## src/rir_pkg.sv

```systemverilog
// Shared constants, types and helpers for the right-angle frame rotator.
// No dependencies; every other file of the rotator but rir_ram imports this package.
`timescale 1ns / 1ps
`default_nettype none
package rir_pkg;

  // Frame geometry
  localparam int MaxSide   = 64;
  localparam int MaxPixels = 4096;
  localparam int SideW     = $clog2(MaxSide);        // row / column index
  localparam int AddrW     = $clog2(MaxPixels);      // frame store address
  localparam int CntW      = $clog2(MaxPixels + 1);  // pixel counters
  localparam int IdxW      = 2 * SideW + 2;          // row * width + column

  // Item and configuration widths
  localparam int PixelW  = 32;
  localparam int CfgW    = 7;
  localparam int CfgIdxW = 2;

  // Item kinds
  localparam logic KindLoad = 1'b0;
  localparam logic KindRead = 1'b1;

  typedef enum logic [CfgIdxW-1:0] {
    CFG_WIDTH  = 2'd0,
    CFG_HEIGHT = 2'd1,
    CFG_MODE   = 2'd2
  } cfg_idx_e;

  typedef enum logic [1:0] {
    ROT_0   = 2'd0,
    ROT_90  = 2'd1,
    ROT_180 = 2'd2,
    ROT_270 = 2'd3
  } rot_mode_e;

  // Controller to datapath
  typedef struct packed {
    logic load;     // load item accepted
    logic read;     // read item accepted on a complete frame: fetch pixel
    logic capture;  // store read data is valid: fill the output register
  } rir_cmd_t;

  // Datapath to controller
  typedef struct packed {
    logic frame_full;  // every pixel of the current frame is loaded
    logic out_free;    // output register is empty or drains this cycle
  } rir_status_t;

  // Side length clamped to 1..MaxSide
  function automatic logic [SideW:0] clamp_side(input logic [CfgW-1:0] v);
    logic [SideW:0] res;
    if (v == '0) begin
      res = (SideW + 1)'(1);
    end else if (v > CfgW'(MaxSide)) begin
      res = (SideW + 1)'(MaxSide);
    end else begin
      res = (SideW + 1)'(v);
    end
    return res;
  endfunction

endpackage
`default_nettype wire

```

## src/rir_ctrl.sv

```systemverilog
// Rotator controller: accepts items and sequences the store read of a read item.
// Depends on rir_pkg.
`timescale 1ns / 1ps
`default_nettype none
module rir_ctrl (
  input  wire logic                 clk_i,
  input  wire logic                 rst_ni,
  input  wire logic                 in_valid_i,
  input  wire logic                 in_kind_i,
  output logic                      in_ready_o,
  input  wire rir_pkg::rir_status_t status_i,
  output rir_pkg::rir_cmd_t         cmd_o
);
  import rir_pkg::*;

  typedef enum logic [1:0] {
    ST_IDLE = 2'b01,
    ST_READ = 2'b10
  } ctrl_state_e;

  ctrl_state_e state_q, state_d;
  logic        accept;

  // Take an item only when a read result would find the output register free
  assign in_ready_o = (state_q == ST_IDLE) && status_i.out_free;
  assign accept     = in_valid_i && in_ready_o;

  // Commands and next state
  always_comb begin
    state_d       = state_q;
    cmd_o.load    = 1'b0;
    cmd_o.read    = 1'b0;
    cmd_o.capture = 1'b0;
    case (state_q)
      ST_IDLE: begin
        if (accept && in_kind_i == KindLoad) begin
          cmd_o.load = 1'b1;
        end
        // an early read is consumed without a result
        if (accept && in_kind_i == KindRead && status_i.frame_full) begin
          cmd_o.read = 1'b1;
          state_d    = ST_READ;
        end
      end
      ST_READ: begin
        cmd_o.capture = 1'b1;
        state_d       = ST_IDLE;
      end
      default: begin
        state_d = ST_IDLE;
      end
    endcase
  end

  always_ff @(posedge clk_i or negedge rst_ni) begin
    if (!rst_ni) begin
      state_q <= ST_IDLE;
    end else begin
      state_q <= state_d;
    end
  end

endmodule
`default_nettype wire

```

## config.mk

```make
export PLATFORM = sky130hd
export DESIGN_NAME = rir_ctrl
export DESIGN_NICKNAME = d
export VERILOG_FILES = /design/src/rir_pkg.sv /design/src/rir_ctrl.sv
export SDC_FILE = /design/constraint.sdc
export NUM_CORES = 1
export LEC_CHECK = 0
export ABC_AREA = 1
export ABC_CLOCK_PERIOD_IN_PS = 2400
export BUFFER_PORTS_ARGS = -buffer_cell sky130_fd_sc_hd__buf_2
export CAP_MARGIN = 10
export CORE_AREA = 2 2 39 41
export DETAILED_ROUTE_END_ITERATION = 12
export DIE_AREA = 0 0 41 43
export PLACE_DENSITY = 0.35
export SLEW_MARGIN = 20
export SYNTH_ARGS = -nofsm -noshare
export SYNTH_HDL_FRONTEND = slang
export SYNTH_SLANG_ARGS = --single-unit
```

## constraint.sdc

```tcl
create_clock -name clk_i -period 2.4 [get_ports clk_i]
set_input_delay 0.24 -clock clk_i [delete_from_list [all_inputs] [get_ports clk_i]]
set_output_delay 0.24 -clock clk_i [all_outputs]
set_load 0.1 [all_outputs]
```

==> impl_metrics.csv <==
group,metric,value,unit
synthesis,yosysWarningCount,0,
pwr,total_power,151,uW
clocking,post_cts.resized_instances,0,
sta,fin_ws,0.719,ns
route,detail_route.wl_per_cell,7.96,um
sta,fin_crit_sh,70.0,%
floorplan,row_count,14,
finish,max_flop_register,"state_q",
route,drt_iter0_drc,2,
sta,finalSetupViolations,0,
critical_path,worstPathRequired,2.16,ns
global_routing,grt_max_degree,4,
place,gp_routability_congestion,0.619,
finish,fraction_of_final_layout_cells_sized_beyond_drive_strength_1,44.8,%
pwr,share_seq_of_total_power,23.6,%
route,avgViaCountPerCell,3.22,
synthesis,synthesis.area,104,um^2
clocking,cts_setup_buffers,0,
finish,nNetsFinal,36,
critical_path,rrSetupSlack,1.54,ns
critical_path,reg2reg_depth,2,
route,ant_nets,0,
floorplan,effective_utilization_at_floorplan,7.50,%
finish,largest_register_ffs,2,
critical_path,maximum_fanout_encountered_on_the_critical_timing_path,3,
pwr,netSwitchingFraction,30.8,%
sta,final-hold-violation-count,0,
sta,final_count_of_pins_violating_max_slew,0,
sta,min_period,1.68,ns
finish,diodes,0,
clocking,cts_tree,"yes",
pwr,cellInternalPower,105,uW
finish,synthToLayoutAreaGrowth,97.6,%
floorplan,boundaryPins,10,
pwr,share_clk_of_total_power,55.3,%
synthesis,post_synth_inst_count,15,
critical_path,startpoint_type,"flip-flop",
synthesis,synthDominantAreaCellType,"sky130_fd_sc_hd__dfstp_2",
critical_path,crit_path_capture,"cmd_o[2]",
clocking,cts.hold.buffers_added,1,
critical_path,critical_path_class,"reg -> out",
route,drt-total-wl,358,um
sta,fmax,0.595,GHz
pwr,vdd_ir_drop_max,0.181,mV
clocking,htree_num_levels,1,
floorplan,fp.coreArea,1380,um^2
clocking,numCtsBuffers,3,
critical_path,endpoint_kind,"output pin",
sta,timing.slew.headroom,67.9,%
synthesis,synth.ff_latch_count,2,
clocking,cts.clk_slew.worst_paths,0.03,ns
pwr,power.density_cell_area,737,nW/um^2
sta,final.setup_skew,0.00579,ns
pwr,combinational_share_of_power,21.0,%
place,dp_worst_setup_slack,0.948,ns
place,io_buffers,9,
clocking,clockRootBuffer,"sky130_fd_sc_hd__clkbuf_4",
clocking,numClockSinks,2,
synthesis,post_synth_num_cell_types,7,
synthesis,synth_top_area_share,25.3,%
critical_path,arrival_time_of_data_at_the_critical_path_endpoint,1.44,ns
run_status,run_status,"finished, final reports clean",
synthesis,post_synthesis_area_per_instance,6.92,um^2
synthesis,synth.net_count,21,
clocking,clock_path_buffers,2,
synthesis,dominant_cells_by_area_after_synthesis,"sky130_fd_sc_hd__dfstp_2, sky130_fd_sc_hd__dfrtp_1, sky130_fd_sc_hd__nor2_1, sky130_fd_sc_hd__inv_1, sky130_fd_sc_hd__nand2_1",
sta,fin_tns_setup,0,ns
floorplan,die-height,43,um
global_routing,grtUsageTotal,5.61,%
global_routing,grt_antenna_before_repair,0,
critical_path,critical_path.reg2reg.startpoint,"state_q[0]",
finish,largestRegisters,"state_q: 2 flops",
sta,rsz_0062_raised_after_global_routing,"false",
clocking,clk-insertion-delay-late,0.23,ns
critical_path,startpoint,"state_q[0]",
route,vias,145,
finish,final.fill_count,158,
pwr,cellLeakagePower,0.000119,uW
synthesis,yosysSeqAreaShare,49.4,%
critical_path,endpoint_of_the_most_critical_register_to_register_path,"state_q[1]",
min_path,hold_class,"in -> reg",
sta,tightest_slew,0.485,ns
pwr,power.net_switching,46.6,uW
global_routing,grt_pass1_vias,143,
global_routing,globalRouteOverflowTotal,0,
floorplan,dieWidth,41,um
route,remaining_drc_errors,0,
global_routing,first_pass_grt_wire_length,558,um
route,detailed_router_iteration_count_before_antenna_repair,4,
floorplan,floorplan.die_area,1760,um^2
run,drv.max_cap_violation_count,0,
-- metal layers --
metal	part of all wire [%]	vias to the layer above	wire length (um)	global-route usage (%)
met3	17	2	62	5.24
met4	2.8	0	10	6.00
li1	-	72	-	-
met2	35	14	126	5.94
met5	0	-	0	0
met1	44	57	159	5.75
-- kinds of logic (layout without fill, tap and decap cells) --
family	count (synthesis)	after routing	share of synthesized area, %
and+or+nand+nor	9	9	36.1
buffers and inverters	4	18	14.5
DFF	2	2	49.4
-- worst min-delay path by stage --
stage / start / endpoint / slack [ns] / depth (start not counted)
floorplan: rst_ni / state_q[1] / -0.06 / 0
finish: status_i[1] / state_q[0] / 0.27 / 4
CTS: in_valid_i / state_q[0] / 0.27 / 4
global placement: rst_ni / state_q[1] / 0.03 / 1
detailed placement: rst_ni / state_q[1] / 0.03 / 1
global route: status_i[1] / state_q[1] / 0.29 / 3
-- layout by cell type (no fill, tap or decap), drive strengths merged --
cell type / instances
buf: 9
clkbuf: 4
dfrtp: 1
dfstp: 1
dlygate4sd3: 1
inv: 4
nand2: 2
nand3: 1
nand4: 1
nor2: 5
-- cells in the mapped netlist --
cell type	n
sky130_fd_sc_hd__dfrtp_1	1
sky130_fd_sc_hd__dfstp_2	1
sky130_fd_sc_hd__inv_1	4
sky130_fd_sc_hd__nand2_1	2
sky130_fd_sc_hd__nand3_1	1
sky130_fd_sc_hd__nand4_1	1
sky130_fd_sc_hd__nor2_1	5
-- through the flow --
step | cell area (um^2) | hold slack (ns) | cells | util [%]
2_1_floorplan | 104 | -0.0556 | 15 | -
3_3_place_gp | 169 | 0.0304 | 40 | 12.2
3_5_place_dp | 169 | 0.0308 | 40 | 12.2
4_1_cts | 205 | 0.269 | 45 | 14.8
5_1_grt | 205 | 0.286 | 45 | 14.8
6_report | 205 | 0.272 | 45 | 14.8
-- power by group through the flow --
stage               clock network [uW]  logic [uW]  registers [uW]
finish                            83.7        31.8            35.7
global route                      96.4        33.9            35.8
detailed placement                   0        30.6            36.0
global placement                     0        31.2            35.9
CTS                               88.3        32.2            35.7
floorplan                            0        22.6            35.9
-- critical path, cell delays in order, from the launching register on --
cell,delay (ns)
sky130_fd_sc_hd__dfstp_2,0.53
sky130_fd_sc_hd__nand4_1,0.14
sky130_fd_sc_hd__nor2_1,0.11
sky130_fd_sc_hd__buf_2,0.43
-- area by class of cell --
class	count	area, um^2	share of cell area, %
tap	16	20.0	9.76
clock buffer	4	26.3	12.8
inverter	4	15.0	7.32
timing repair buffer	10	55.1	26.8
multi-input combinational	9	37.5	18.3
sequential	2	51.3	25.0
(Power assumes the default switching activity.)
